**src/design/nns_pkg.sv**
```systemverilog
// Shared types, codes and helper functions for the nearest-neighbor image scaler.
`timescale 1ns / 1ps
`default_nettype none
package nns_pkg;

   localparam int COORD_W    = 14;
   localparam int PIXEL_W    = 32;
   localparam int DIM_W      = 9;
   localparam int FACTOR_W   = 16;
   localparam int SCALED_W   = 12;
   localparam int PROD_W     = DIM_W + FACTOR_W;
   localparam int DIVIDEND_W = COORD_W + 12;
   localparam int DIVISOR_W  = SCALED_W;
   localparam int QUOT_W     = FACTOR_W;
   localparam int STEP_W     = $clog2(QUOT_W);
   localparam int CSR_ADDR_W = 3;
   localparam int CSR_DATA_W = 16;
   localparam int LIMIT_W    = 13;

   localparam logic KIND_LOAD  = 1'b0;
   localparam logic KIND_FETCH = 1'b1;

   localparam logic [CSR_ADDR_W-1:0] CSR_SRC_WIDTH    = 3'd0;
   localparam logic [CSR_ADDR_W-1:0] CSR_SRC_HEIGHT   = 3'd1;
   localparam logic [CSR_ADDR_W-1:0] CSR_SCALE_FACTOR = 3'd2;
   localparam logic [CSR_ADDR_W-1:0] CSR_FIT_TO_BOX   = 3'd3;
   localparam logic [CSR_ADDR_W-1:0] CSR_BOX_WIDTH    = 3'd4;
   localparam logic [CSR_ADDR_W-1:0] CSR_BOX_HEIGHT   = 3'd5;

   localparam logic [FACTOR_W-1:0] FACTOR_MAX = 16'hFFFF;
   localparam logic [SCALED_W-1:0] SCALED_MAX = 12'hFFF;

   typedef enum logic [3:0] {
      ST_IDLE,
      ST_FIT_W_GO,
      ST_FIT_W_RUN,
      ST_FIT_H_GO,
      ST_FIT_H_RUN,
      ST_MUL_W,
      ST_MUL_H,
      ST_CHECK,
      ST_MUL_X,
      ST_DIV_X_GO,
      ST_DIV_X_RUN,
      ST_DIV_Y_GO,
      ST_DIV_Y_RUN,
      ST_READ,
      ST_OUT
   } state_type;

   typedef struct packed {
      logic [DIM_W-1:0]    src_w;
      logic [DIM_W-1:0]    src_h;
      logic [FACTOR_W-1:0] factor;
      logic                fit;
      logic [COORD_W-1:0]  box_w;
      logic [COORD_W-1:0]  box_h;
   } cfg_type;

   typedef struct packed {
      logic busy;
      logic done;
   } div_stat_type;

   function automatic logic [DIM_W-1:0] clamp_dim(input logic [DIM_W-1:0] v,
                                                  input logic [LIMIT_W-1:0] lim);
      logic [DIM_W-1:0] r;
      if (v == '0) begin
         r = DIM_W'(1);
      end else if ({{(LIMIT_W-DIM_W){1'b0}}, v} > lim) begin
         r = lim[DIM_W-1:0];
      end else begin
         r = v;
      end
      return r;
   endfunction

   function automatic logic [SCALED_W-1:0] sat_scaled(input logic [PROD_W-1:0] p);
      logic [SCALED_W-1:0] r;
      if (p[PROD_W-1]) begin
         r = SCALED_MAX;
      end else begin
         r = p[PROD_W-2:12];
      end
      return r;
   endfunction

endpackage
`default_nettype wire

```
**src/design/nns_intf.sv**
```systemverilog
// Handshake interfaces for the request, response and register write channels.
`timescale 1ns / 1ps
`default_nettype none


interface nns_csr_if;
   import nns_pkg::*;
   logic                  valid;
   logic                  ready;
   logic [CSR_ADDR_W-1:0] addr;
   logic [CSR_DATA_W-1:0] data;
   modport source (output valid, addr, data, input ready);
   modport sink (input valid, addr, data, output ready);
endinterface
`default_nettype wire

```
**src/design/nns_csr.sv**
```systemverilog
// Configuration registers with source size clamping.
`timescale 1ns / 1ps
`default_nettype none
module nns_csr #(
   parameter int MAX_WIDTH  = 256,
   parameter int MAX_HEIGHT = 256
) (
   input  wire logic       clock,
   input  wire logic       reset,
   nns_csr_if.sink         csr_chan,
   output nns_pkg::cfg_type cfg
);
   import nns_pkg::*;

   logic [DIM_W-1:0]    src_w_ff;
   logic [DIM_W-1:0]    src_h_ff;
   logic [FACTOR_W-1:0] factor_ff;
   logic                fit_ff;
   logic [COORD_W-1:0]  box_w_ff;
   logic [COORD_W-1:0]  box_h_ff;

   always_ff @(posedge clock) begin
      if (reset) begin
         src_w_ff  <= DIM_W'(256);
         src_h_ff  <= DIM_W'(256);
         factor_ff <= FACTOR_W'(4096);
         fit_ff    <= 1'b0;
         box_w_ff  <= COORD_W'(256);
         box_h_ff  <= COORD_W'(256);
      end else if (csr_chan.valid) begin
         unique case (csr_chan.addr)
            CSR_SRC_WIDTH:    src_w_ff  <= csr_chan.data[DIM_W-1:0];
            CSR_SRC_HEIGHT:   src_h_ff  <= csr_chan.data[DIM_W-1:0];
            CSR_SCALE_FACTOR: factor_ff <= csr_chan.data[FACTOR_W-1:0];
            CSR_FIT_TO_BOX:   fit_ff    <= csr_chan.data[0];
            CSR_BOX_WIDTH:    box_w_ff  <= csr_chan.data[COORD_W-1:0];
            CSR_BOX_HEIGHT:   box_h_ff  <= csr_chan.data[COORD_W-1:0];
            default: begin
            end
         endcase
      end
   end

   assign csr_chan.ready = 1'b1;
   assign cfg.src_w      = clamp_dim(src_w_ff, LIMIT_W'(MAX_WIDTH));
   assign cfg.src_h      = clamp_dim(src_h_ff, LIMIT_W'(MAX_HEIGHT));
   assign cfg.factor     = factor_ff;
   assign cfg.fit        = fit_ff;
   assign cfg.box_w      = box_w_ff;
   assign cfg.box_h      = box_h_ff;
endmodule
`default_nettype wire

```
**src/flat_wrapper.sv**
```systemverilog
// flat-port wrapper written by rule: the top's interface ports become plain ports
module nns_csr_flat import nns_pkg::*;
#(
   parameter int MAX_WIDTH  = 256,
   parameter int MAX_HEIGHT = 256
)
  (clock, reset, cfg, csr_chan_valid, csr_chan_addr, csr_chan_data, csr_chan_ready);
  nns_csr_if csr_chan_i ();
  input  wire logic clock;
  input  wire logic reset;
  output nns_pkg::cfg_type cfg;
  input wire logic [$bits(csr_chan_i.valid)-1:0] csr_chan_valid;
  input wire logic [$bits(csr_chan_i.addr)-1:0] csr_chan_addr;
  input wire logic [$bits(csr_chan_i.data)-1:0] csr_chan_data;
  output wire logic [$bits(csr_chan_i.ready)-1:0] csr_chan_ready;
  assign csr_chan_i.valid = csr_chan_valid;
  assign csr_chan_i.addr = csr_chan_addr;
  assign csr_chan_i.data = csr_chan_data;
  assign csr_chan_ready = csr_chan_i.ready;
  nns_csr #(.MAX_WIDTH(MAX_WIDTH), .MAX_HEIGHT(MAX_HEIGHT)) u_core (.clock(clock), .reset(reset), .csr_chan(csr_chan_i), .cfg(cfg));
endmodule
```
**config.mk**
```make
export PLATFORM = sky130hd
export DESIGN_NAME = nns_csr_flat
export DESIGN_NICKNAME = d
export VERILOG_FILES = /design/src/design/nns_pkg.sv /design/src/design/nns_intf.sv /design/src/design/nns_csr.sv /design/src/flat_wrapper.sv
export SDC_FILE = /design/constraint.sdc
export NUM_CORES = 1
export LEC_CHECK = 0
export BUFFER_PORTS_ARGS = -buffer_cell sky130_fd_sc_hd__buf_2
export CAP_MARGIN = 20
export CORE_MARGIN = 5
export CORE_UTILIZATION = 45
export DETAILED_ROUTE_END_ITERATION = 16
export MAX_ROUTING_LAYER = met4
export PLACE_DENSITY = 0.79
export SYNTH_ARGS = -nofsm -noshare
export SYNTH_HDL_FRONTEND = slang
export SYNTH_SLANG_ARGS = --single-unit
```
**constraint.sdc**
```tcl
create_clock -name clock -period 1.5 [get_ports clock]
set_clock_uncertainty 0.15 [all_clocks]
set_input_delay 0.3 -clock clock [delete_from_list [all_inputs] [get_ports clock]]
set_output_delay 0.3 -clock clock [all_outputs]
set_load 0.02 [all_outputs]
```
==> impl_results.md <==
- Max Root-Sink Buffers: 2
- Crit path buf inv count: 1
- Clock transition at the registers of the reported paths: 70 ps
- CTS tree: yes
- Final hold violation count: 0
- Via density: 4.78
- FF-to-FF setup slack: 490 ps
- Placer congestion estimate: 0.714
- Register area share after synthesis: 46.4%
- Reported max-cap violation count: 0
- WS Path Type: reg2out
- Type of origin of the critical path: register
- Clock Tree Root: clkbuf_8
- Wire length per cell: 14.9 µm
- CP max-delay cell: or4_4
- R2R cell count: 4
- Crit path DAT: 1450 ps
- Synthesized flop and latch total: 63
- Finished Cell Area: 3680 µm²
- Post-DRT Antenna Nets: 0
- DR vias: 2,103
- I/O Buffers: 84
- Inst Count DP: 423
- Worst r2r src: u_core.src_w_ff[8]$_SDFFE_PP1P_
- R2r endpoint: u_core.src_w_ff[8]$_SDFFE_PP1P_
- Synth Net Count: 282
- Global-route wire length before repair: 10,200 µm
- Highest clock rate: 527 MHz
- Setup WS post-layout: -396 ps
- Iteration-0 DRC Markers: 73
- Initial antenna violation count: 0
- Cell Area, Placed: 3380 µm²
- CP startpoint: u_core.src_w_ff[1]$_SDFFE_PP0P_
- Die height: 87.7 µm
- Htree depth: 3
- Worst hold margin: 80.8 ps
- Initial Util: 46.2%
- Core area: 5890 µm²
- Grt ovf: 0
- Pin count of the biggest net entering global routing: 29
- Num rows: 28
- Routed WL: 6550 µm
- CP Max Fanout: 2
- Io pins: 86
- Die Area: 7690 µm²
- CTS Sinks: 63
- Critical path endpoint: cfg[54]
- Max VDD drop: 0.608 mV
- DRC violations left: 0
- CP Capture Type: output port
- PwrDens: 905 nW/µm²
- Nets: 384
- Post-route insts no fill: 440
- Vias in the first global route: 2,100
- Global Route Usage Sum: 18.2%
- Cell count after synthesis: 260
- Pins over their slew limit: 0
- Drt first pass iters: 4
- Synthesized area: 2720 µm²
- Critical path's top delay family: simple AND/OR/NAND/NOR gates
- Tcrit/Tclk final: 126%
- Share of post-route cells with drive strength above 1: 39.5%
- Die W: 87.7 µm
- Clk Latency, worst-skew pair: 320 ps
- Failing checks: negative setup slack
- # diodes: 0
- Yosys warning count: 0
- CP Cell Sequence: or4_4 -> o22ai_4 -> buf_6
- Required time of the critical path: 1050 ps
- Hold Crit Class: in2reg
- Crit. path cell count: 3
- Fin crit period: 1900 ps
- Unique masters post-synth: 18
- Crit-path max cell delay: 540 ps
- End-of-flow core utilization: 62.5%
- Area growth from synthesis to layout: 35.4%
- Detailed Place HPWL: 4680 µm
- RSZ-0062 raised after global routing: yes
- Avg Cell Area, Syn: 10.4 µm²
- Outcome: complete, but fails checks
- Lkg Pwr: 1.82 nW
- # setup viols final: 4
- CTS Buf Count: 9
[cells in the mapped netlist]
cell        n  share of area, %
conb_1      1              0.14
dfxtp_1    63                46
nand4bb_1   2              0.83
nor2b_1    14               3.2
nand2b_1   74                17
and4b_2     1              0.41
and4bb_2    1              0.46
or4_1       4               1.1
or4b_4      1              0.51
nor2_1      7              0.97
o22ai_1     2              0.46
buf_4       5               1.4
nand4b_1    2              0.64
buf_6       1              0.41
mux2i_1    63                23
inv_1       2              0.28
clkbuf_1   14               1.9
buf_2       3              0.55
[logic make-up after synthesis]
logic type             after synthesis  synth area share [%]
AO/OA/AOI/OAI                        2                 0.461
other                                1                 0.138
buffers and inverters               25                  4.56
AND/OR/NAND/NOR                    106                  25.2
flip-flops                          63                  46.4
multiplexers                        63                  23.2
[final cells by class]
cell class                 count  area (µm²)
clock buffer                  13         159
sequential                    63        1270
fill                         476        2210
inverter                       2        7.51
timing repair buffer         114         744
multi-input combinational    172        1400
clock inverter                 1        5.00
tap                           75        93.8
[worst reg2reg max path, cell delays in order (launching register included)]
cell     delay [ps]
dfxtp_2         340
buf_6           130
buf_4           130
nor2_1           90
mux2i_1          70
[metal layers]
metal  track usage (%)  share of wire, %
met1              23.1                46
met5                 -                 0
met2              27.5                46
met3              3.95               5.1
met4              8.65               2.0
[repair_timing]
action | 4_1_cts | 5_1_grt
pin swaps | 2 | 1
resized for setup | 30 | 12
setup buffers | 0 | 1
gates cloned | 2 | 0
setup endpoints to repair | 16 | 17
hold buffers | 0 | 0
[sequential cells by signal, indices dropped and copies added, names as in the netlist]
name / count
u_core.factor_ff: 16
u_core.box_h_ff: 14
u_core.src_w_ff: 9
u_core.fit_ff: 1
u_core.src_h_ff: 9
u_core.box_w_ff: 14
[where the power goes]
part / internal, mW / leakage [nW] / total [mW] / switching (mW)
clock: 0.671 / 0.0854 / 1.26 / 0.591
sequential: 1.71 / 0.511 / 1.73 / 0.0203
combinational: 0.161 / 1.22 / 0.337 / 0.176
[stage by stage]
step | setup TNS [ps] | worst slack (ps) | power (mW)
floorplan | -39.5 | -20.1 | 1.97
global placement | -284 | -95.6 | 2.09
detailed placement | -383 | -96.8 | 2.09
CTS | -1000 | -420 | 3.36
global route | -1620 | -454 | 3.49
finish | -795 | -396 | 3.33
[worst min-delay path by stage]
stage	start	end	cells after the start
after floorplan	u_core.src_w_ff[0]$_SDFFE_PP0P_	u_core.src_w_ff[0]$_SDFFE_PP0P_	2
after global placement	u_core.factor_ff[7]$_SDFFE_PP0P_	u_core.factor_ff[7]$_SDFFE_PP0P_	2
after detailed placement	u_core.factor_ff[11]$_SDFFE_PP0P_	u_core.factor_ff[11]$_SDFFE_PP0P_	2
after CTS	csr_chan_data[15]	u_core.factor_ff[15]$_SDFFE_PP0P_	3
after global routing	csr_chan_data[14]	u_core.factor_ff[14]$_SDFFE_PP0P_	3
final	csr_chan_data[15]	u_core.factor_ff[15]$_SDFFE_PP0P_	3
[placed cells by master (no fill, tap or decap), types with 3 or more instances in the layout]
| cell | synthesis | final |
|---|---|---|
| buf_2 | 3 | 68 |
| buf_4 | 5 | 35 |
| buf_6 | 1 | 9 |
| clkbuf_8 | 0 | 11 |
| dfxtp_1 | 63 | 57 |
| dfxtp_2 | 0 | 5 |
| mux2i_1 | 63 | 63 |
| nand2b_1 | 74 | 74 |
| nor2_1 | 7 | 7 |
| nor2b_1 | 14 | 11 |
| nor2b_4 | 0 | 3 |
| or4_4 | 0 | 4 |
(Power assumes the default switching activity.)
