--- src/design/nns_pkg.sv ---
// Shared types, codes and helper functions for the nearest-neighbor image scaler.
`timescale 1ns / 1ps
`default_nettype none
package nns_pkg;

   localparam int COORD_W    = 14;
   localparam int PIXEL_W    = 32;
   localparam int DIM_W      = 9;
   localparam int FACTOR_W   = 16;
   localparam int SCALED_W   = 12;
   localparam int PROD_W     = DIM_W + FACTOR_W;
   localparam int DIVIDEND_W = COORD_W + 12;
   localparam int DIVISOR_W  = SCALED_W;
   localparam int QUOT_W     = FACTOR_W;
   localparam int STEP_W     = $clog2(QUOT_W);
   localparam int CSR_ADDR_W = 3;
   localparam int CSR_DATA_W = 16;
   localparam int LIMIT_W    = 13;

   localparam logic KIND_LOAD  = 1'b0;
   localparam logic KIND_FETCH = 1'b1;

   localparam logic [CSR_ADDR_W-1:0] CSR_SRC_WIDTH    = 3'd0;
   localparam logic [CSR_ADDR_W-1:0] CSR_SRC_HEIGHT   = 3'd1;
   localparam logic [CSR_ADDR_W-1:0] CSR_SCALE_FACTOR = 3'd2;
   localparam logic [CSR_ADDR_W-1:0] CSR_FIT_TO_BOX   = 3'd3;
   localparam logic [CSR_ADDR_W-1:0] CSR_BOX_WIDTH    = 3'd4;
   localparam logic [CSR_ADDR_W-1:0] CSR_BOX_HEIGHT   = 3'd5;

   localparam logic [FACTOR_W-1:0] FACTOR_MAX = 16'hFFFF;
   localparam logic [SCALED_W-1:0] SCALED_MAX = 12'hFFF;

   typedef enum logic [3:0] {
      ST_IDLE,
      ST_FIT_W_GO,
      ST_FIT_W_RUN,
      ST_FIT_H_GO,
      ST_FIT_H_RUN,
      ST_MUL_W,
      ST_MUL_H,
      ST_CHECK,
      ST_MUL_X,
      ST_DIV_X_GO,
      ST_DIV_X_RUN,
      ST_DIV_Y_GO,
      ST_DIV_Y_RUN,
      ST_READ,
      ST_OUT
   } state_type;

   typedef struct packed {
      logic [DIM_W-1:0]    src_w;
      logic [DIM_W-1:0]    src_h;
      logic [FACTOR_W-1:0] factor;
      logic                fit;
      logic [COORD_W-1:0]  box_w;
      logic [COORD_W-1:0]  box_h;
   } cfg_type;

   typedef struct packed {
      logic busy;
      logic done;
   } div_stat_type;

   function automatic logic [DIM_W-1:0] clamp_dim(input logic [DIM_W-1:0] v,
                                                  input logic [LIMIT_W-1:0] lim);
      logic [DIM_W-1:0] r;
      if (v == '0) begin
         r = DIM_W'(1);
      end else if ({{(LIMIT_W-DIM_W){1'b0}}, v} > lim) begin
         r = lim[DIM_W-1:0];
      end else begin
         r = v;
      end
      return r;
   endfunction

   function automatic logic [SCALED_W-1:0] sat_scaled(input logic [PROD_W-1:0] p);
      logic [SCALED_W-1:0] r;
      if (p[PROD_W-1]) begin
         r = SCALED_MAX;
      end else begin
         r = p[PROD_W-2:12];
      end
      return r;
   endfunction

endpackage
`default_nettype wire

--- src/design/nns_div.sv ---
// Restoring divider that produces one quotient bit per cycle, most significant first.
`timescale 1ns / 1ps
`default_nettype none
module nns_div (
   input  wire logic                             clock,
   input  wire logic                             reset,
   input  wire logic                             start,
   input  wire logic [nns_pkg::DIVIDEND_W-1:0]   dividend,
   input  wire logic [nns_pkg::DIVISOR_W-1:0]    divisor,
   output logic      [nns_pkg::QUOT_W-1:0]       quotient,
   output nns_pkg::div_stat_type                 status
);
   import nns_pkg::*;

   localparam int SHIFT_W = DIVISOR_W + QUOT_W - 1;
   localparam int TRIAL_W = DIVIDEND_W + 2;

   logic                  busy_ff, busy_in;
   logic                  done_ff, done_in;
   logic [STEP_W-1:0]     step_ff, step_in;
   logic [DIVIDEND_W-1:0] rem_ff, rem_in;
   logic [DIVISOR_W-1:0]  dvs_ff, dvs_in;
   logic [QUOT_W-1:0]     quot_ff, quot_in;
   logic [SHIFT_W-1:0]    shifted;
   logic [TRIAL_W-1:0]    trial;
   logic                  fits;

   always_ff @(posedge clock) begin
      if (reset) begin
         busy_ff <= 1'b0;
         done_ff <= 1'b0;
      end else begin
         busy_ff <= busy_in;
         done_ff <= done_in;
      end
   end

   always_ff @(posedge clock) begin
      step_ff <= step_in;
      rem_ff  <= rem_in;
      dvs_ff  <= dvs_in;
      quot_ff <= quot_in;
   end

   always_comb begin
      shifted = SHIFT_W'(dvs_ff) << step_ff;
      trial   = {2'b00, rem_ff} - {{(TRIAL_W-SHIFT_W){1'b0}}, shifted};
      fits    = ~trial[TRIAL_W-1];
      busy_in = busy_ff;
      done_in = 1'b0;
      step_in = step_ff;
      rem_in  = rem_ff;
      dvs_in  = dvs_ff;
      quot_in = quot_ff;
      if (start) begin
         busy_in = 1'b1;
         step_in = STEP_W'(QUOT_W - 1);
         rem_in  = dividend;
         dvs_in  = divisor;
      end else if (busy_ff) begin
         quot_in = {quot_ff[QUOT_W-2:0], fits};
         if (fits) begin
            rem_in = trial[DIVIDEND_W-1:0];
         end
         step_in = step_ff - STEP_W'(1);
         if (step_ff == '0) begin
            busy_in = 1'b0;
            done_in = 1'b1;
         end
      end
   end

   assign quotient    = quot_ff;
   assign status.busy = busy_ff;
   assign status.done = done_ff;

`ifndef SYNTH
   a_start_busy: assert property (@(posedge clock) disable iff (reset)
      start |=> busy_ff) else $error("divider did not start");
   a_done_idle: assert property (@(posedge clock) disable iff (reset)
      done_ff |-> !busy_ff) else $error("divider done while busy");
   a_last_step: assert property (@(posedge clock) disable iff (reset)
      busy_ff && !start && step_ff == '0 |=> done_ff) else $error("divider missed done");
`endif
endmodule
`default_nettype wire

--- config.mk ---
export PLATFORM = sky130hd
export DESIGN_NAME = nns_div
export DESIGN_NICKNAME = d
export VERILOG_FILES = /design/src/design/nns_pkg.sv /design/src/design/nns_div.sv
export SDC_FILE = /design/constraint.sdc
export NUM_CORES = 1
export LEC_CHECK = 0
export ABC_AREA = 0
export BUFFER_PORTS_ARGS = -buffer_cell sky130_fd_sc_hd__buf_2
export CORE_AREA = 3 3 100 102
export CTS_CLUSTER_SIZE = 14
export DETAILED_ROUTE_END_ITERATION = 8
export DIE_AREA = 0 0 103 105
export PLACE_DENSITY = 0.78
export SLEW_MARGIN = 20
export SYNTH_ARGS = -nofsm -noshare
export SYNTH_HDL_FRONTEND = slang
export SYNTH_SLANG_ARGS = --single-unit
--- constraint.sdc ---
create_clock -name clock -period 4.5 [get_ports clock]
set_input_delay 0.9 -clock clock [delete_from_list [all_inputs] [get_ports clock]]
set_output_delay 0.9 -clock clock [all_outputs]
set_load 0.005 [all_outputs]
==> results_dict.tcl, run 1 <==
set metrics [dict create \
    status "finished, final reports clean" \
    met1Wirelength_um 4240 \
    route.met2.wl_um 4510 \
    ant_nets 0 \
    seq_area_um2 1740 \
    antenna_found_initial 0 \
    worstMarginPinSlew_ns 0.833 \
    synthTopCellsByArea "edfxtp_1 39%, ha_1 8.2%, nand2_1 5.8%" \
    start_kind "flop" \
    avgSynthCellArea_um2 9.68 \
    top_layer "met4" \
    grt_overflow_total 0 \
    synth_edf_count 54 \
    cts_buffers 9 \
    drive_gt1_share_pct 22.5 \
    post_cts_resized 0 \
    path_max_fanout 21 \
    synth_seq_cells 60 \
    finalSetupViolations 0 \
    synth.most_common_cell "nand2_1" \
    clk_pin_slew_ns 0.08 \
    clock_latency_ns 0.36 \
    antennaDiodeCount 0 \
    clock-sinks 60 \
    synth_seq_area_share_pct 42.2 \
    worstPathArrival_ns 4.20 \
    layout_setup_ws_ns 0.384 \
    wl_um 9500 \
    die_w_um 103 \
    grt_max_degree 38 \
    power.density_nw_per_um2 464 \
    place_area_um2 4490 \
    yosysTopAreaCellShare_pct 39.3 \
    cts_tree "built" \
    post-cts-setup-buffers 0 \
    drtPass1Iterations 5 \
    finalClockSkew_ns 0.00867 \
    maxSlewViolCount 0 \
    p_total_mw 2.18 \
    syn_area_um2 4120 \
    hold_buffers 0 \
    nNetsFinal 549 \
    root_buffer "clkbuf_8" \
    wire_per_inst_um 15.9 \
    drc_errors 0 \
    rows 35 \
    ys_async_sr_fraction_pct 0 \
    multiInputGateArea_um2 2230 \
    io_pins 59 \
    post-route-period-util_pct 91.5 \
    finalSetupTns_ns 0 \
    ff2ff_setup_slack_ns 0.38 \
    synth_cells 426 \
    pre_cts_slack_ns 0.446 \
    grt_pass1_vias 3222 \
    cp.required_ns 4.59 \
    area_growth_syn_to_layout_pct 13.8 \
    ys_warn_count 0 \
    vdd_ir_drop_max_v 0.000271 \
    hold_viol 0 \
    synth_cell_type_count 53 \
    io_buffers 58 \
    synth_top_area_cell "edfxtp_1" \
    cap_viol_max_count 0 \
    gp_congestion 0.951 \
    vias_per_cell 5.69 \
    worst-setup-path-type "flop to flop" \
    fill_cells 848 \
    design_area_um2 4690 \
    die_h_um 105 \
    synth_nets 495 \
    clockBufferDepth 2 \
    cp-end-kind "flop" \
    max_freq_mhz 243 \
    die_area_um2 10800 \
    timing.slew.headroom_pct 44.4 \
    finalCriticalPeriod_ns 4.12 \
    core_area_um2 9200 \
    grt_setup_unrepaired "false" \
    grt_pass1_wl_um 15300 \
    start_util_pct 44.8 \
    dpl.hpwl_um 7120 \
    ys_top_cells_by_count "64 x nand2_1, 54 x edfxtp_1, 37 x a21oi_1" \
    drt-initial-drc-count 191 \
    track_usage_pct 18.3 \
    worstHoldPathType "flop to flop" \
    wl_met3_um 471 \
    synth_ff_type "edfxtp_1" \
    htree_levels 3 \
    p_leak_nw 1.94 \
    num_vias 3391 \
]
==> path summary, 6_finish.rpt <==
| kind | start | end | cells past startpoint |
|---|---|---|---|
| worst min-delay path | quotient[2]$_DFFE_PP_ | quotient[3]$_DFFE_PP_ | 0 |
| worst max-delay path | step_ff[0]$_SDFFE_PP1P_ | rem_ff[25]$_DFFE_PP_ | 12 |
| worst min register to register | quotient[2]$_DFFE_PP_ | quotient[3]$_DFFE_PP_ | 0 |
| worst max register to register | step_ff[0]$_SDFFE_PP1P_ | rem_ff[25]$_DFFE_PP_ | 12 |
==> cells by family after synthesis <==
family                     count (synthesis)  synth area share [%]
AOI/OAI and AO/OA                        131                  19.8
and+or+nand+nor                          129                  14.1
DFF                                       60                  42.2
muxes                                     24                  7.07
adders and majority gates                 28                  8.68
xor gates and xnor gates                  21                  4.46
buffers and inverters                     33                  3.70
==> final cells by class <==
cell class,count,area share (%)
Tap cell,111,2.96
Clock inverter,7,1.73
Clock buffer,9,2.64
Sequential cell,60,37.1
Multi-Input combinational cell,333,47.6
Inverter,14,1.12
Timing Repair Buffer,62,6.82
==> power by group <==
group	internal [mW]	total, mW	switching (mW)
Combinational	0.382	0.902	0.520
Clock	0.264	0.507	0.243
Sequential	0.722	0.769	0.0473
==> sequential cells by signal, summed over array words and instances (netlist names) <==
| register | flops |
|---|---|
| rem_ff | 26 |
| quotient | 16 |
| dvs_ff | 12 |
| step_ff | 4 |
| busy_ff | 1 |
| done_ff | 1 |
==> per-stage QoR <==
step / util (%) / instances / hold WS (ns)
after floorplan: - / 426 / 0.452
after global placement: 48.8 / 580 / 0.431
after detailed placement: 48.8 / 580 / 0.430
after CTS: 51.0 / 596 / 0.449
after global routing: 51.0 / 596 / 0.455
final: 51.0 / 596 / 0.442
==> critical path: stages, from the launching register on <==
cell      delay, ns
dfxtp_1        0.87
mux4_2         0.61
mux2_2         0.31
a22oi_1        0.25
ha_1           0.38
and3_1         0.21
nand2b_1       0.07
a21oi_1        0.08
o311a_1        0.30
o31ai_1        0.30
o211ai_1       0.20
xnor2_1        0.18
o21ai_1        0.07
==> layer usage <==
| metal | track usage, % | vias to the layer above |
|---|---|---|
| met5 | 0 | - |
| li1 | - | 1686 |
| met3 | 4.34 | 19 |
| met4 | 9.99 | 0 |
| met1 | 22.8 | 1583 |
| met2 | 28.9 | 103 |
==> placed cells by master (no fill, tap or decap), drive strengths merged, types with 7 or more instances in the layout <==
| master | netlist | layout |
|---|---|---|
| a211oi | 7 | 7 |
| a21oi | 41 | 41 |
| nand2 | 64 | 64 |
| nand3 | 7 | 7 |
| nor2b | 7 | 7 |
| buf | 7 | 62 |
| mux2i | 10 | 10 |
| nor2 | 27 | 27 |
| a22oi | 7 | 7 |
| mux2 | 11 | 11 |
| o21ai | 44 | 44 |
| clkbuf | 12 | 9 |
| inv | 14 | 18 |
| ha | 27 | 27 |
| edfxtp | 54 | 54 |
| xnor2 | 15 | 15 |
(Power assumes the default switching activity.)
==> run 2, diff against run 1 <==
--- a/config.mk
+++ b/config.mk
@@ -7,10 +7,12 @@
 export LEC_CHECK = 0
 export ABC_AREA = 0
 export BUFFER_PORTS_ARGS = -buffer_cell sky130_fd_sc_hd__buf_2
-export CORE_AREA = 3 3 100 102
+export CAP_MARGIN = 20
+export CORE_AREA = 3 3 115 89
 export CTS_CLUSTER_SIZE = 14
 export DETAILED_ROUTE_END_ITERATION = 8
-export DIE_AREA = 0 0 103 105
+export DIE_AREA = 0 0 118 92
+export GPL_TIMING_DRIVEN = 0
 export PLACE_DENSITY = 0.78
 export SLEW_MARGIN = 20
 export SYNTH_ARGS = -nofsm -noshare
==> run 2 against run 1 <==
  * Worst hold slack better by 0.0059 ns
  * Power up 13%
  * Routed wire length rose by 7.3%
  * Critical path type unchanged
  * Largest cell class unchanged
  * Largest power group unchanged
==> results_dict.tcl, run 2 (synthesized netlist as in run 1, its figures left out) <==
set metrics [dict create \
    status "finished, final reports clean" \
    nNetsFinal 566 \
    ant_nets 0 \
    layout_setup_ws_ns 0.501 \
    area_growth_syn_to_layout_pct 20.4 \
    path_max_fanout 16 \
    cap_viol_max_count 0 \
    vdd_ir_drop_max_v 0.000200 \
    worstMarginPinSlew_ns 0.761 \
    pre_cts_slack_ns 0.338 \
    p_int_mw 1.61 \
    antennaDiodeCount 0 \
    finalSetupViolations 0 \
    post_cts_resized 0 \
    clock_latency_ns 0.33 \
    start_kind "flop" \
    cp-end-kind "flop" \
    clk_pin_slew_ns 0.05 \
    fill_cells 832 \
    vias_per_cell 5.66 \
    cp_slowest_cell "a2111o_1" \
    die_area_um2 10900 \
    drc_errors 0 \
    core_area_um2 9120 \
    finalCriticalPeriod_ns 4.00 \
    rows 30 \
    wl_met3_um 777 \
    worstHoldPathType "flop to flop" \
    die_w_um 118 \
    placedCellCount 613 \
    ff2ff_setup_slack_ns 0.50 \
    clock-sinks 60 \
    max_freq_mhz 250 \
    largest_register "rem_ff" \
    clockBufferDepth 2 \
    maxSlewViolCount 0 \
    clockPowerShare_pct 30.4 \
    seqPwrFrac_pct 30.8 \
    cts_buffers 9 \
    wire_per_inst_um 16.2 \
    io_pins 59 \
    worst-setup-path-type "flop to flop" \
    pwr-share-comb_pct 38.8 \
    worstPathArrival_ns 4.09 \
    finalClockSkew_ns 0.00540 \
    top_layer "met4" \
    layout.cells.non_filler 630 \
    dpl.hpwl_um 7800 \
    largest_register_ff_count 26 \
    switchingPower_uw 844 \
    drive_gt1_share_pct 22.9 \
    p_leak_nw 2.04 \
    power.density_nw_per_um2 495 \
    root_buffer "clkbuf_16" \
    cp.required_ns 4.59 \
    htree_levels 3 \
    antenna_found_initial 0 \
    crit_family "compound AO/OA/AOI/OAI gates" \
    cts_tree "built" \
    final_common_cell "nand2_1" \
    num_vias 3568 \
    grt_overflow_total 0 \
    hold_viol 0 \
    track_usage_pct 19.4 \
    timing.slew.headroom_pct 49.0 \
    netSwitchingFraction_pct 34.3 \
    layout_common_cells "64 x nand2_1, 61 x buf_2, 54 x edfxtp_1" \
    place_area_um2 4620 \
    wl_um 10200 \
    post-route-period-util_pct 88.9 \
    die_h_um 92 \
    design_area_um2 4960 \
    io_buffers 58 \
    grt_setup_unrepaired "false" \
    met1Wirelength_um 4900 \
    grt_pass1_vias 3358 \
    crit_chain "clkbuf_1 -> clkbuf_1 -> a21oi_1 -> mux2_2 -> a22oi_1 -> ha_1 -> a21oi_2 -> o21ai_1 -> a21oi_1 -> o21ai_1 -> a2111o_1 -> nand3_1 -> a31oi_4 -> buf_16" \
    gp_congestion 0.954 \
    worst-path-buf-inv 3 \
    grt_pass1_wl_um 16700 \
    p_total_mw 2.46 \
    route.met2.wl_um 4370 \
    start_util_pct 45.2 \
    grt_max_degree 18 \
    slowest_delay_ns 0.49 \
    drtPass1Iterations 7 \
    drt-initial-drc-count 404 \
]
## run 2: final cells by class
cell class              instances  area, um^2  share of cell area (%)
flip-flops and latches         60        1740                    35.1
clock buffers                   9         225                    4.54
plain buffers                  19         100                    2.02
multi-input cells             333        2250                    45.3
repair buffers                 60         338                    6.81
well taps                     128         160                    3.23
inverters                      14        52.6                    1.06
clock inverters                 7        98.8                    1.99
## run 2: worst paths after layout
kind                           startpoint                     to  cells after the start
setup / recovery  step_ff[1]$_SDFFE_PP1P_    rem_ff[0]$_DFFE_PP_                     14
hold / removal      quotient[1]$_DFFE_PP_  quotient[2]$_DFFE_PP_                      0
setup reg to reg  step_ff[1]$_SDFFE_PP1P_    rem_ff[0]$_DFFE_PP_                     14
hold reg to reg     quotient[1]$_DFFE_PP_  quotient[2]$_DFFE_PP_                      0
## run 2: per-layer routing
layer / track usage (%) / vias up
li1: - / 1720
met1: 27.3 / 1683
met2: 28.6 / 150
met3: 5.43 / 15
met4: 6.44 / 0
met5: 0 / -
## run 2: power groups by stage
| stage | sequential, mW | combinational, mW | clock [mW] |
|---|---|---|---|
| after floorplan | 0.758 | 0.708 | 0 |
| after global placement | 0.770 | 0.867 | 0 |
| after detailed placement | 0.768 | 0.923 | 0 |
| after CTS | 0.758 | 0.931 | 0.760 |
| after global routing | 0.765 | 1.06 | 0.786 |
| final | 0.757 | 0.954 | 0.747 |
## run 2: timing repair
action / in CTS / in global routing
buffers inserted: 0 / 1
hold endpoints to repair: 0 / 0
setup endpoints to repair: 0 / 16
hold buffers: 0 / 0
## run 2: through the flow
step,setup TNS (ns),utilization [%],hold slack [ns]
2_1_floorplan,0,-,0.452
3_3_place_gp,-29.88,50.1,0.430
3_5_place_dp,0,50.6,0.435
4_1_cts,0,54.2,0.450
5_1_grt,0,54.4,0.459
6_report,0,54.4,0.447
